<file path="src/rtl/cwbi_pkg.sv">
`timescale 1ns / 1ps
`default_nettype none

package cwbi_pkg;

	// Sequencer phases, as reported on the phase output.
	typedef enum logic [2:0] {
		PH_IDLE     = 3'd0,
		PH_WAITKEY  = 3'd1,
		PH_START    = 3'd2,
		PH_MARK     = 3'd3,
		PH_MARKHOLD = 3'd4,
		PH_SPACE    = 3'd5,
		PH_HANG     = 3'd6,
		PH_HANGPOLL = 3'd7
	} phase_t;

	// The five radio control lines driven by the sequencer.
	typedef struct packed {
		logic amp;
		logic tx_relay;
		logic iq;
		logic rx_audio;
		logic band_tx;
	} lines_t;

	// Single-bit fields of one poll tick.
	typedef struct packed {
		logic key_a_n;
		logic key_b_n;
		logic tx_lockout;
		logic cw_selected;
		logic synth_ok;
		logic hold_expired;
	} poll_flags_t;

	// Receive state of the lines after reset: amplifier off, relay in receive,
	// I/Q and audio on.
	localparam lines_t LINES_RESET = '{
		amp: 1'b0, tx_relay: 1'b0, iq: 1'b1, rx_audio: 1'b1, band_tx: 1'b0
	};

	// Configuration register file.
	localparam int PITCH_BITS = 14;
	localparam logic [PITCH_BITS-1:0] PITCH_RESET = 14'd700;
	localparam int APB_DATA_BITS = 32;
	localparam int APB_ADDR_BITS = 3;
	localparam int REG_IDX_BITS = 1;
	localparam logic [REG_IDX_BITS-1:0] REG_PITCH = 1'b0;

endpackage

`default_nettype wire

</file>
<file path="src/rtl/cwbi_ifs.sv">
`timescale 1ns / 1ps
`default_nettype none

// One poll tick toward the sequencer.
interface cwbi_poll_if #(
	parameter int FREQ_BITS = 28
);
	logic                 valid;
	logic                 ready;
	logic                 key_a_n;
	logic                 key_b_n;
	logic                 tx_lockout;
	logic                 cw_selected;
	logic [FREQ_BITS-1:0] lo_freq;
	logic                 synth_ok;
	logic                 hold_expired;

	modport source (
		output valid, key_a_n, key_b_n, tx_lockout, cw_selected, lo_freq, synth_ok,
			hold_expired,
		input  ready
	);
	modport sink (
		input  valid, key_a_n, key_b_n, tx_lockout, cw_selected, lo_freq, synth_ok,
			hold_expired,
		output ready
	);
endinterface

// One set of control outputs from the sequencer.
interface cwbi_ctrl_if #(
	parameter int FREQ_BITS = 28
);
	logic                 valid;
	logic                 ready;
	logic                 synth_load;
	logic [FREQ_BITS-1:0] synth_freq;
	logic                 amp_on;
	logic                 tx_relay_on;
	logic                 iq_on;
	logic                 rx_audio_on;
	logic                 band_tx;
	logic                 key_down;
	logic                 hold_restart;
	logic [2:0]           phase;

	modport source (
		output valid, synth_load, synth_freq, amp_on, tx_relay_on, iq_on, rx_audio_on,
			band_tx, key_down, hold_restart, phase,
		input  ready
	);
	modport sink (
		input  valid, synth_load, synth_freq, amp_on, tx_relay_on, iq_on, rx_audio_on,
			band_tx, key_down, hold_restart, phase,
		output ready
	);
endinterface

`default_nettype wire

</file>
<file path="src/rtl/cwbi_cfg.sv">
`timescale 1ns / 1ps
`default_nettype none

module cwbi_cfg (
	input  wire logic                                clk,
	input  wire logic                                arst_n,
	input  wire logic                                psel,
	input  wire logic                                penable,
	input  wire logic                                pwrite,
	input  wire logic [cwbi_pkg::APB_ADDR_BITS-1:0]  paddr,
	input  wire logic [cwbi_pkg::APB_DATA_BITS-1:0]  pwdata,
	output logic      [cwbi_pkg::APB_DATA_BITS-1:0]  prdata,
	output logic                                     pready,
	output logic      [cwbi_pkg::PITCH_BITS-1:0]     pitch
);

	logic [cwbi_pkg::PITCH_BITS-1:0]   pitch_q;
	logic [cwbi_pkg::REG_IDX_BITS-1:0] reg_idx;
	logic                              wr_en;

	// Registers sit on 32-bit words; the low address bits are ignored.
	assign reg_idx = paddr[cwbi_pkg::APB_ADDR_BITS-1:2];
	assign wr_en   = psel && penable && pwrite;
	assign pready  = 1'b1;

	// Pitch register, written in the access phase of an APB write.
	always_ff @(posedge clk or negedge arst_n) begin
		if (!arst_n) begin
			pitch_q <= cwbi_pkg::PITCH_RESET;
		end else if (wr_en && (reg_idx == cwbi_pkg::REG_PITCH)) begin
			pitch_q <= pwdata[cwbi_pkg::PITCH_BITS-1:0];
		end
	end

	// Read back, zero-extended; unmapped words read as zero.
	always_comb begin
		prdata = '0;
		if (reg_idx == cwbi_pkg::REG_PITCH) begin
			prdata[cwbi_pkg::PITCH_BITS-1:0] = pitch_q;
		end
	end

	assign pitch = pitch_q;

endmodule

`default_nettype wire

</file>
<file path="src/rtl/cwbi_step.sv">
`timescale 1ns / 1ps
`default_nettype none

module cwbi_step #(
	parameter int FREQ_BITS = 28
) (
	input  wire cwbi_pkg::poll_flags_t          flags,
	input  wire logic [FREQ_BITS-1:0]           lo_freq,
	input  wire logic [cwbi_pkg::PITCH_BITS-1:0] pitch,
	input  wire cwbi_pkg::phase_t               phase_cur,
	input  wire logic [FREQ_BITS-1:0]           last_cur,
	input  wire logic                           hold_cur,
	input  wire cwbi_pkg::lines_t               lines_cur,
	input  wire logic                           session_cur,
	output cwbi_pkg::phase_t                    phase_nxt,
	output logic      [FREQ_BITS-1:0]           last_nxt,
	output logic                                hold_nxt,
	output cwbi_pkg::lines_t                    lines_nxt,
	output logic                                session_nxt,
	output logic                                synth_load,
	output logic      [FREQ_BITS-1:0]           synth_freq,
	output logic                                hold_restart
);

	logic                 pressed;
	logic                 hold_pre;
	logic                 may_start;
	logic [FREQ_BITS:0]   tx_sum;
	logic [FREQ_BITS-1:0] tx_freq;

	// Either paddle contact closed counts as a key press.
	assign pressed   = !flags.key_a_n || !flags.key_b_n;
	assign hold_pre  = flags.hold_expired ? 1'b0 : hold_cur;
	assign may_start = !flags.tx_lockout && flags.cw_selected;

	// Transmit frequency: LO plus pitch, saturated at the top of the range.
	assign tx_sum  = {1'b0, lo_freq} + {{(FREQ_BITS + 1 - cwbi_pkg::PITCH_BITS){1'b0}}, pitch};
	assign tx_freq = tx_sum[FREQ_BITS] ? {FREQ_BITS{1'b1}} : tx_sum[FREQ_BITS-1:0];

	// Phase transitions and line updates for one poll tick.
	always_comb begin
		phase_nxt    = phase_cur;
		last_nxt     = last_cur;
		hold_nxt     = hold_pre;
		lines_nxt    = lines_cur;
		session_nxt  = session_cur;
		synth_load   = 1'b0;
		synth_freq   = '0;
		hold_restart = 1'b0;
		case (phase_cur)
			cwbi_pkg::PH_IDLE: begin
				// Retune to LO when it moved; a failed load holds the phase.
				if (last_cur != lo_freq) begin
					synth_load = 1'b1;
					synth_freq = lo_freq;
					if (flags.synth_ok) begin
						last_nxt = lo_freq;
						if (may_start) begin
							phase_nxt = cwbi_pkg::PH_WAITKEY;
						end
					end
				end else if (may_start) begin
					phase_nxt = cwbi_pkg::PH_WAITKEY;
				end
			end
			cwbi_pkg::PH_WAITKEY: begin
				if (pressed) begin
					session_nxt = 1'b1;
					phase_nxt   = cwbi_pkg::PH_START;
				end else begin
					phase_nxt = cwbi_pkg::PH_IDLE;
				end
			end
			cwbi_pkg::PH_START: begin
				lines_nxt.rx_audio = 1'b0;
				lines_nxt.iq       = 1'b0;
				synth_load         = 1'b1;
				synth_freq         = tx_freq;
				if (flags.synth_ok) begin
					phase_nxt = cwbi_pkg::PH_MARK;
				end
			end
			cwbi_pkg::PH_MARK: begin
				lines_nxt.amp      = 1'b1;
				lines_nxt.tx_relay = 1'b1;
				lines_nxt.iq       = 1'b1;
				lines_nxt.band_tx  = 1'b1;
				hold_nxt           = 1'b1;
				phase_nxt          = cwbi_pkg::PH_MARKHOLD;
			end
			cwbi_pkg::PH_MARKHOLD: begin
				if (!pressed) begin
					phase_nxt = cwbi_pkg::PH_SPACE;
				end
			end
			cwbi_pkg::PH_SPACE: begin
				lines_nxt.iq = 1'b0;
				hold_nxt     = 1'b1;
				hold_restart = 1'b1;
				phase_nxt    = cwbi_pkg::PH_HANG;
			end
			cwbi_pkg::PH_HANG: begin
				// Hang time over: retune to LO and restore receive on success.
				if (!hold_pre) begin
					synth_load = 1'b1;
					synth_freq = lo_freq;
					if (flags.synth_ok) begin
						lines_nxt   = cwbi_pkg::LINES_RESET;
						session_nxt = 1'b0;
						phase_nxt   = cwbi_pkg::PH_IDLE;
					end
				end else begin
					phase_nxt = cwbi_pkg::PH_HANGPOLL;
				end
			end
			cwbi_pkg::PH_HANGPOLL: begin
				phase_nxt = pressed ? cwbi_pkg::PH_MARK : cwbi_pkg::PH_HANG;
			end
			default: begin
				phase_nxt = cwbi_pkg::PH_IDLE;
			end
		endcase
	end

endmodule

`default_nettype wire

</file>
<file path="src/rtl/cw_break_in_sequencer.sv">
`timescale 1ns / 1ps
`default_nettype none

// Channel   Role    Handshake      Payload
// poll      sink    valid/ready    keys, inhibit, CW mode, LO, synth_ok, hold_expired
// ctrl      source  valid/ready    synth load/frequency, five lines, key_down, restart, phase
// APB       slave   psel/penable   pitch_offset at byte address 0
//
// One poll tick per clock while ctrl does not stall: a transaction is registered,
// stepped through the sequencer from the input register and lands in the output
// register; the sequencer state loop sets the rate.
// Reset puts the sequencer in idle with receive lines restored and pitch 700.
// A stalled output register holds its transaction and stops the input stage;
// poll stays ready while the input stage can move on.

module cw_break_in_sequencer #(
	parameter int FREQ_BITS = 28
) (
	input  wire logic                                clk,
	input  wire logic                                arst_n,
	cwbi_poll_if.sink                                poll,
	cwbi_ctrl_if.source                              ctrl,
	input  wire logic                                psel,
	input  wire logic                                penable,
	input  wire logic                                pwrite,
	input  wire logic [cwbi_pkg::APB_ADDR_BITS-1:0]  paddr,
	input  wire logic [cwbi_pkg::APB_DATA_BITS-1:0]  pwdata,
	output logic      [cwbi_pkg::APB_DATA_BITS-1:0]  prdata,
	output logic                                     pready
);

	logic [cwbi_pkg::PITCH_BITS-1:0] pitch;

	// Input stage.
	logic                  valid_s1;
	cwbi_pkg::poll_flags_t flags_s1;
	logic [FREQ_BITS-1:0]  lo_freq_s1;

	// Sequencer state.
	cwbi_pkg::phase_t      phase_q;
	logic [FREQ_BITS-1:0]  last_freq_q;
	logic                  hold_q;
	cwbi_pkg::lines_t      lines_q;
	logic                  session_q;

	// Next state and results from the step logic.
	cwbi_pkg::phase_t      phase_nxt;
	logic [FREQ_BITS-1:0]  last_nxt;
	logic                  hold_nxt;
	cwbi_pkg::lines_t      lines_nxt;
	logic                  session_nxt;
	logic                  load_nxt;
	logic [FREQ_BITS-1:0]  freq_nxt;
	logic                  restart_nxt;

	// Output stage.
	logic                  valid_s2;
	logic                  load_s2;
	logic [FREQ_BITS-1:0]  freq_s2;
	cwbi_pkg::lines_t      lines_s2;
	logic                  session_s2;
	logic                  restart_s2;
	cwbi_pkg::phase_t      phase_s2;

	logic                  advance_s1;

	cwbi_cfg u_cfg (
		.clk     (clk),
		.arst_n  (arst_n),
		.psel    (psel),
		.penable (penable),
		.pwrite  (pwrite),
		.paddr   (paddr),
		.pwdata  (pwdata),
		.prdata  (prdata),
		.pready  (pready),
		.pitch   (pitch)
	);

	cwbi_step #(
		.FREQ_BITS (FREQ_BITS)
	) u_step (
		.flags        (flags_s1),
		.lo_freq      (lo_freq_s1),
		.pitch        (pitch),
		.phase_cur    (phase_q),
		.last_cur     (last_freq_q),
		.hold_cur     (hold_q),
		.lines_cur    (lines_q),
		.session_cur  (session_q),
		.phase_nxt    (phase_nxt),
		.last_nxt     (last_nxt),
		.hold_nxt     (hold_nxt),
		.lines_nxt    (lines_nxt),
		.session_nxt  (session_nxt),
		.synth_load   (load_nxt),
		.synth_freq   (freq_nxt),
		.hold_restart (restart_nxt)
	);

	// The registered tick moves on when the output register is free or draining.
	assign advance_s1 = valid_s1 && (!valid_s2 || ctrl.ready);
	assign poll.ready = !valid_s1 || advance_s1;

	// Input register.
	always_ff @(posedge clk or negedge arst_n) begin
		if (!arst_n) begin
			valid_s1 <= 1'b0;
		end else if (poll.ready) begin
			valid_s1 <= poll.valid;
		end
	end

	always_ff @(posedge clk) begin
		if (poll.ready && poll.valid) begin
			flags_s1   <= '{
				key_a_n:      poll.key_a_n,
				key_b_n:      poll.key_b_n,
				tx_lockout:   poll.tx_lockout,
				cw_selected:  poll.cw_selected,
				synth_ok:     poll.synth_ok,
				hold_expired: poll.hold_expired
			};
			lo_freq_s1 <= poll.lo_freq;
		end
	end

	// Sequencer state commits once per stepped transaction.
	always_ff @(posedge clk or negedge arst_n) begin
		if (!arst_n) begin
			phase_q     <= cwbi_pkg::PH_IDLE;
			last_freq_q <= '0;
			hold_q      <= 1'b0;
			lines_q     <= cwbi_pkg::LINES_RESET;
			session_q   <= 1'b0;
		end else if (advance_s1) begin
			phase_q     <= phase_nxt;
			last_freq_q <= last_nxt;
			hold_q      <= hold_nxt;
			lines_q     <= lines_nxt;
			session_q   <= session_nxt;
		end
	end

	// Output register valid.
	always_ff @(posedge clk or negedge arst_n) begin
		if (!arst_n) begin
			valid_s2 <= 1'b0;
		end else if (advance_s1) begin
			valid_s2 <= 1'b1;
		end else if (ctrl.ready) begin
			valid_s2 <= 1'b0;
		end
	end

	// Output register payload.
	always_ff @(posedge clk) begin
		if (advance_s1) begin
			load_s2    <= load_nxt;
			freq_s2    <= freq_nxt;
			lines_s2   <= lines_nxt;
			session_s2 <= session_nxt;
			restart_s2 <= restart_nxt;
			phase_s2   <= phase_nxt;
		end
	end

	assign ctrl.valid        = valid_s2;
	assign ctrl.synth_load   = load_s2;
	assign ctrl.synth_freq   = freq_s2;
	assign ctrl.amp_on       = lines_s2.amp;
	assign ctrl.tx_relay_on  = lines_s2.tx_relay;
	assign ctrl.iq_on        = lines_s2.iq;
	assign ctrl.rx_audio_on  = lines_s2.rx_audio;
	assign ctrl.band_tx      = lines_s2.band_tx;
	assign ctrl.key_down     = session_s2;
	assign ctrl.hold_restart = restart_s2;
	assign ctrl.phase        = phase_s2;

endmodule

`default_nettype wire
</file>
<file path="src/flat_wrapper.sv">
// flat-port wrapper written by rule: the top's interface ports become plain ports
module cw_break_in_sequencer_flat 
#(
	parameter int FREQ_BITS = 28
)
  (clk, arst_n, psel, penable, pwrite, paddr, pwdata, prdata, pready, poll_valid, poll_key_a_n, poll_key_b_n, poll_tx_lockout, poll_cw_selected, poll_lo_freq, poll_synth_ok, poll_hold_expired, poll_ready, ctrl_valid, ctrl_synth_load, ctrl_synth_freq, ctrl_amp_on, ctrl_tx_relay_on, ctrl_iq_on, ctrl_rx_audio_on, ctrl_band_tx, ctrl_key_down, ctrl_hold_restart, ctrl_phase, ctrl_ready);
  cwbi_poll_if #(.FREQ_BITS(FREQ_BITS)) poll_i ();
  cwbi_ctrl_if #(.FREQ_BITS(FREQ_BITS)) ctrl_i ();
  input  wire logic clk;
  input  wire logic arst_n;
  input  wire logic psel;
  input  wire logic penable;
  input  wire logic pwrite;
  input  wire logic [cwbi_pkg::APB_ADDR_BITS-1:0] paddr;
  input  wire logic [cwbi_pkg::APB_DATA_BITS-1:0] pwdata;
  output logic      [cwbi_pkg::APB_DATA_BITS-1:0] prdata;
  output logic pready;
  input wire logic [$bits(poll_i.valid)-1:0] poll_valid;
  input wire logic [$bits(poll_i.key_a_n)-1:0] poll_key_a_n;
  input wire logic [$bits(poll_i.key_b_n)-1:0] poll_key_b_n;
  input wire logic [$bits(poll_i.tx_lockout)-1:0] poll_tx_lockout;
  input wire logic [$bits(poll_i.cw_selected)-1:0] poll_cw_selected;
  input wire logic [$bits(poll_i.lo_freq)-1:0] poll_lo_freq;
  input wire logic [$bits(poll_i.synth_ok)-1:0] poll_synth_ok;
  input wire logic [$bits(poll_i.hold_expired)-1:0] poll_hold_expired;
  output wire logic [$bits(poll_i.ready)-1:0] poll_ready;
  output wire logic [$bits(ctrl_i.valid)-1:0] ctrl_valid;
  output wire logic [$bits(ctrl_i.synth_load)-1:0] ctrl_synth_load;
  output wire logic [$bits(ctrl_i.synth_freq)-1:0] ctrl_synth_freq;
  output wire logic [$bits(ctrl_i.amp_on)-1:0] ctrl_amp_on;
  output wire logic [$bits(ctrl_i.tx_relay_on)-1:0] ctrl_tx_relay_on;
  output wire logic [$bits(ctrl_i.iq_on)-1:0] ctrl_iq_on;
  output wire logic [$bits(ctrl_i.rx_audio_on)-1:0] ctrl_rx_audio_on;
  output wire logic [$bits(ctrl_i.band_tx)-1:0] ctrl_band_tx;
  output wire logic [$bits(ctrl_i.key_down)-1:0] ctrl_key_down;
  output wire logic [$bits(ctrl_i.hold_restart)-1:0] ctrl_hold_restart;
  output wire logic [$bits(ctrl_i.phase)-1:0] ctrl_phase;
  input wire logic [$bits(ctrl_i.ready)-1:0] ctrl_ready;
  assign poll_i.valid = poll_valid;
  assign poll_i.key_a_n = poll_key_a_n;
  assign poll_i.key_b_n = poll_key_b_n;
  assign poll_i.tx_lockout = poll_tx_lockout;
  assign poll_i.cw_selected = poll_cw_selected;
  assign poll_i.lo_freq = poll_lo_freq;
  assign poll_i.synth_ok = poll_synth_ok;
  assign poll_i.hold_expired = poll_hold_expired;
  assign poll_ready = poll_i.ready;
  assign ctrl_valid = ctrl_i.valid;
  assign ctrl_synth_load = ctrl_i.synth_load;
  assign ctrl_synth_freq = ctrl_i.synth_freq;
  assign ctrl_amp_on = ctrl_i.amp_on;
  assign ctrl_tx_relay_on = ctrl_i.tx_relay_on;
  assign ctrl_iq_on = ctrl_i.iq_on;
  assign ctrl_rx_audio_on = ctrl_i.rx_audio_on;
  assign ctrl_band_tx = ctrl_i.band_tx;
  assign ctrl_key_down = ctrl_i.key_down;
  assign ctrl_hold_restart = ctrl_i.hold_restart;
  assign ctrl_phase = ctrl_i.phase;
  assign ctrl_i.ready = ctrl_ready;
  cw_break_in_sequencer #(.FREQ_BITS(FREQ_BITS)) u_core (.clk(clk), .arst_n(arst_n), .poll(poll_i), .ctrl(ctrl_i), .psel(psel), .penable(penable), .pwrite(pwrite), .paddr(paddr), .pwdata(pwdata), .prdata(prdata), .pready(pready));
endmodule
</file>
<file path="config.mk">
export PLATFORM = sky130hd
export DESIGN_NAME = cw_break_in_sequencer_flat
export DESIGN_NICKNAME = d
export VERILOG_FILES = /design/src/rtl/cwbi_pkg.sv /design/src/rtl/cwbi_ifs.sv /design/src/rtl/cwbi_cfg.sv /design/src/rtl/cwbi_step.sv /design/src/rtl/cw_break_in_sequencer.sv /design/src/flat_wrapper.sv
export SDC_FILE = /design/constraint.sdc
export NUM_CORES = 1
export LEC_CHECK = 0
export BUFFER_PORTS_ARGS = -buffer_cell sky130_fd_sc_hd__buf_2
export CAP_MARGIN = 10
export CORE_MARGIN = 5
export CORE_UTILIZATION = 55
export DETAILED_ROUTE_END_ITERATION = 16
export PLACE_DENSITY = 0.82
export RECOVER_POWER = 50
export SKIP_CTS_REPAIR_TIMING = 1
export SLEW_MARGIN = 0
export SYNTH_ARGS = -nofsm -noshare
export SYNTH_HDL_FRONTEND = slang
export SYNTH_HIERARCHICAL = 1
export SYNTH_SLANG_ARGS = --single-unit
</file>
<file path="constraint.sdc">
create_clock -name clk -period 3.2 [get_ports clk]
set_input_delay 0.32 -clock clk [delete_from_list [all_inputs] [get_ports clk]]
set_output_delay 0.32 -clock clk [all_outputs]
set_load 0.02 [all_outputs]
</file>
Word-level counts from Yosys, hierarchy flattened
Cells that the tools add are included.
{"block": "word_totals", "out_inout_bits": 74, "input_bits": 76, "reg_bits": 127}
{"block": "classes", "n_bitwise": 1, "n_reduce_logical": 19, "n_eq_ne": 8, "mux": 33, "n_addsub": 1}
{"op": "$mux W28", "count": 3}
{"op": "$pmux W28 S3", "count": 1}
{"op": "$add A28 B14 Y29", "count": 1}
{"op": "$ne A28 B28 Y1", "count": 1}
{"op": "$mux W3", "count": 8}
{"op": "$pmux W3 S8", "count": 1}
{"op": "$mux W14", "count": 1}
{"op": "$eq A3 B3 Y1 const B", "count": 4}
{"op": "$mux W1", "count": 10}
{"op": "$mux W5", "count": 2}
{"op": "$eq A3 B2 Y1 const B", "count": 2}
{"op": "$logic_and A1 B1 Y1", "count": 6}
{"op": "$pmux W1 S2", "count": 3}
{"op": "$pmux W1 S3", "count": 2}
{"op": "$logic_not A1 Y1", "count": 5}
{"op": "$pmux W2 S2", "count": 1}
{"op": "$reduce_and A4 Y1", "count": 1}
{"op": "$reduce_or A2 Y1", "count": 2}
{"op": "$eq A3 B1 Y1 const B", "count": 1}
{"op": "$logic_not A3 Y1", "count": 1}
{"op": "$logic_or A1 B1 Y1", "count": 3}
{"op": "$mux W2", "count": 1}
{"op": "$reduce_bool A2 Y1", "count": 1}
{"op": "$not A1 Y1", "count": 1}

Longest topological paths before layout
{"block": "depth", "word_depth": 6, "mapped_depth": 10, "mapped_depth_nobuf": 8}

Cells and area by module
Netlist, hierarchy kept.
{"module": "cw_break_in_sequencer", "cells_per_inst": 162, "instances": 1, "area_each_um2": 3743.6}
{"module": "cwbi_step", "cells_per_inst": 367, "instances": 1, "area_each_um2": 2551.2}
{"module": "cwbi_cfg", "cells_per_inst": 66, "instances": 1, "area_each_um2": 834.6}

Least setup slack after synthesis
OpenSTA, ideal clock, no wires.
{"block": "synth_timing", "kind": "register -> register", "startpoint": "register u_core.lo_freq_s1[0]", "endpoint": "register u_core.freq_s2[26] (netlist: u_core/ctrl.synth_freq[26]), data pin", "path_buffers": 1, "path_stages_with_launch": 10, "setup_time_ns": 0.261, "path_slack_ns": 0.352, "t_arrival_ns": 2.587, "cell_sequence": "edfxtp_1 ha_1 fa_1 a211o_1 a2111oi_2 or3b_1 buf_6 a2111oi_4 mux2i_1 a221o_1"}
{"block": "synth_between", "elab_chain_cells": 3, "elab_cells_between_ends": 5, "cone_classes": "1 x add/sub; 1 x eq/ne; 3 x mux"}
{"element": "start: declaration", "line_no": "cw_break_in_sequencer.sv:37", "text": "logic [FREQ_BITS-1:0] lo_freq_s1;"}
{"element": "start signal: assignment", "line_no": "cw_break_in_sequencer.sv:124", "text": "lo_freq_s1 <= poll.lo_freq;"}
{"element": "$add A28 B14 Y29 or $ne A28 B28 Y1 (tied branches)", "line_no": "cwbi_step.sv:37, cwbi_step.sv:53"}
{"element": "$mux W28, on equally long branches", "line_no": "cwbi_step.sv:38, cwbi_step.sv:53"}
{"element": "$pmux W28 S3 (*)", "line_no": "cwbi_step.sv:50", "text": "case (phase_cur)"}
{"element": "net u_core.freq_nxt[26]", "line_no": "cw_break_in_sequencer.sv:53", "text": "logic [FREQ_BITS-1:0] freq_nxt;"}
{"element": "end signal: assignment", "line_no": "cw_break_in_sequencer.sv:160", "text": "freq_s2 <= freq_nxt;"}
{"element": "end: declaration", "line_no": "cw_break_in_sequencer.sv:59", "text": "logic [FREQ_BITS-1:0] freq_s2;"}
The timed path passes the listed nets; every way through them passes the cells marked *.
A chain may end at the register's enable or synchronous reset.

Final worst setup path
{"block": "layout_timing", "startpoint": "register u_core.u_cfg.pitch_q, in the netlist u_core/u_cfg/pitch[0]", "endpoint": "register u_core.freq_s2[3] (netlist: u_core/ctrl.synth_freq[3]), data pin"}
{"block": "layout_between", "elab_chain_cells": 3}
{"element": "start: declaration", "line_no": "cwbi_cfg.sv:17", "text": "logic [cwbi_pkg::PITCH_BITS-1:0] pitch_q;"}
{"element": "start signal: assignment", "line_no": "cwbi_cfg.sv:29", "text": "pitch_q <= cwbi_pkg::PITCH_RESET;"}
{"element": "start signal: assignment", "line_no": "cwbi_cfg.sv:31", "text": "pitch_q <= pwdata[cwbi_pkg::PITCH_BITS-1:0];"}
{"element": "$add A28 B14 Y29", "line_no": "cwbi_step.sv:37", "text": "assign tx_sum = {1'b0, lo_freq} + {{(FREQ_BITS + 1 - cwbi_pkg::PITCH_BITS){1'b0}}, pitch};"}
{"element": "$mux W28", "line_no": "cwbi_step.sv:38", "text": "assign tx_freq = tx_sum[FREQ_BITS] ? {FREQ_BITS{1'b1}} : tx_sum[FREQ_BITS-1:0];"}
{"element": "$pmux W28 S3", "line_no": "cwbi_step.sv:50"}
{"element": "net u_core.freq_nxt[3]", "line_no": "cw_break_in_sequencer.sv:53"}
The timed path passes the listed nets, and every way through them passes these cells.

==> flow_summary.toml <==
[cts]
clock-sinks = 127
clock_latency_ns = 0.42
cts_tree = "yes"
cts_max_level = 4
path_clk_slew_ns = 0.05
numCtsBuffers = 17
cts-root-buf = "clkbuf_16"
clock_path_buffers = 2

[synth]
yosysTopAreaCellShare = 0.307
ys_seq_area_frac = 0.498
syn_inst = 595
syn-mean-instance-area_um2 = 12.0
synth_seq_cells = 127
synth_enable_flop_cells = 73
synth_area_leader_cell = "edfxtp_1"
synth.distinct_cells = 67
synthArstFlopShare = 0.425
syn_area_um2 = 7130
synth_area_leaders = "edfxtp_1 31%, dfrtp_1 16%, mux2_2 9.3%, mux2_4 4.0%, dfstp_2 2.9%"
yosys_most_used_dff = "edfxtp_1"
yosysWarnings = 6

[placed_design]
hpwl_um = 11600
io_buffers = 110
dp_slack_ns = 0.123
gp_congestion = 0.913
dpl_cell_area_um2 = 7880

[pwr]
power.density_nw_per_um2 = 871
p_leak_uw = 0.00344
p_clk_frac = 0.260
p_switching_uw = 2500
p_int_uw = 4770
seqPwrFrac = 0.369
pwr-share-comb = 0.371
switching_share = 0.344
ir_drop_v = 0.000526

[drt]
via_per_inst = 5.66
routedWlPerCell_um = 18.1
via_count = 5125
wirelength_um = 16400
drt_iter0_drc = 492
drc = 0
ant_nets = 0
dr.pass1.iters = 6

[timing]
setup_violations = 0
slew_headroom = -0.419
fin_crit_ns = 3.08
clock_skew_ns = 0.0112
maxSlewViolCount = 39
fmax_ghz = 0.325
fin_setup_tns_ns = 0
rsz0062_at_grt = "no"
holdWs_ns = 0.0785
finalCritPeriodShare = 0.961
fin_ws_ns = 0.124
hold_violations = 0
worst_pin_slew_ns = 2.13

[finish]
nets = 812
areaGrowthSynthToFinish_pct = 17.1
drive_above_1_share = 0.289
final_common_cell = "edfxtp_1"
n_antenna_cell = 0
fin_area_um2 = 8350
utilization = 0.659
layout_common_cells = "73 x edfxtp_1, 68 x buf_2, 59 x mux2_2, 48 x clkbuf_1, 46 x dfrtp_1"

[outcome]
status = "finished with violations"
violations = "max-capacitance violations, max-slew violations"

[floorplanning]
die_y_um = 124
num_rows = 41
start_util = 0.563
dieArea_um2 = 15300
core-area_um2 = 12700
dieWidth_um = 124
ios = 150

[setup_path]
worstPathRequired_ns = 3.36
critPathMaxFanout = 14
critPathLaunchType = "flop"
crit_arrival_ns = 3.24
path_class = "reg -> reg"
critPathCaptureType = "flop"

[global_route]
grt_pass1_wl_um = 25700
track_usage = 0.221
grt_max_degree = 39
first_global_vias = 5046
grt_antenna_before_repair = 0
grt.overflow.total = 0

[min_path]
hold_path.class = "in -> reg"

[run]
maxCapViolations = 1
[cell type report]
| cell class | instances | area, um2 |
|---|---|---|
| repair buffers | 138 | 742 |
| well taps | 172 | 215 |
| fillers | 969 | 4320 |
| inverters | 10 | 37.5 |
| flip-flops and latches | 127 | 3550 |
| multi-input cells | 427 | 3230 |
| clock inverters | 9 | 116 |
| clock buffers | 23 | 458 |
[worst max-delay path: stages, from the launching register on]
cell and delay (ns):
dfrtp_1 0.41, ha_1 0.27, fa_1 0.44, a211o_1 0.39, a2111oi_4 0.44, or3b_4 0.21
buf_12 0.13, a2111oi_4 0.09, buf_12 0.16, o21ai_0 0.18, nand2_1 0.10
[registers in the layout, summed over array words and instances (netlist names), 3 cells and up]
signal and flops:
u_core/phase_q 3, u_core/ctrl.phase 3, u_core/flags_s1 6, u_core/u_cfg/pitch 14, u_core/last_freq_q 28, u_core/ctrl.synth_freq 28
u_core/lo_freq_s1 28, u_core/lines_q 5
[logic make-up (layout without fill, tap and decap cells)]
group,after synthesis,after routing,share of synthesized area
and+or+nand+nor,166,166,0.124
DFF,127,127,0.498
AOI/OAI and AO/OA,101,101,0.103
muxes,87,87,0.146
buffers and inverters,58,180,0.0518
xor gates and xnor gates,39,39,0.0479
adders and majority gates,15,15,0.0274
other,2,19,0.00105
[Yosys cell counts (4+ instances only)]
library cell / number
nand4_1: 8
o21ai_0: 20
buf_2: 6
dfrtp_1: 46
nor2_1: 31
xor2_1: 20
a21o_1: 7
mux2_2: 59
nand2_1: 44
xnor2_1: 19
nand3b_1: 4
buf_4: 19
a2111oi_2: 4
inv_1: 10
and2b_1: 4
edfxtp_1: 73
nor2b_1: 16
buf_6: 8
clkbuf_1: 13
nand2b_1: 6
nor4_1: 7
o211ai_1: 6
mux2_4: 19
nor3_1: 6
mux2i_1: 7
nand3_1: 15
and2_1: 9
a21oi_1: 31
ha_1: 14
dfstp_2: 8
[power by group through the flow]
stage	logic, uW	registers, uW	clock network (uW)
after global routing	2930	2750	2000
after floorplan	1930	2780	0
after global placement	2610	2670	0
final	2700	2680	1890
after detailed placement	2700	2710	0
after CTS	2730	2680	1920
[stage by stage]
stage | total power [uW] | instances
2_1_floorplan | 4710 | 612
3_3_place_gp | 5280 | 874
3_5_place_dp | 5410 | 874
4_1_cts | 7330 | 906
5_1_grt | 7680 | 906
6_report | 7270 | 906
[path summary, 6_finish.rpt]
path	slack, ns	start	end	depth (start not counted)
min	0.08	poll_lo_freq[7]	u_core/lo_freq_s1[7]	1
min in group asynchronous	0.53	arst_n	u_core/u_cfg/pitch[0]	1
max in group asynchronous	0.95	arst_n	u_core/lines_q[4]	2
min reg2reg	0.51	u_core/valid_s1	u_core/ctrl.valid	1
max reg2reg	0.12	u_core/u_cfg/pitch[0]	u_core/ctrl.synth_freq[3]	10
max	0.12	u_core/u_cfg/pitch[0]	u_core/ctrl.synth_freq[3]	10
[per-layer routing]
metal	wire length, um	part of all wire	vias up	global-route usage
met3	1010	0.061	26	0.0450
met5	0	0	-	0
met4	285	0.017	0	0.0886
li1	-	-	2386	-
met2	8200	0.50	213	0.368
met1	6920	0.42	2500	0.284
Note: power is estimated with default switching activity, not from simulation.
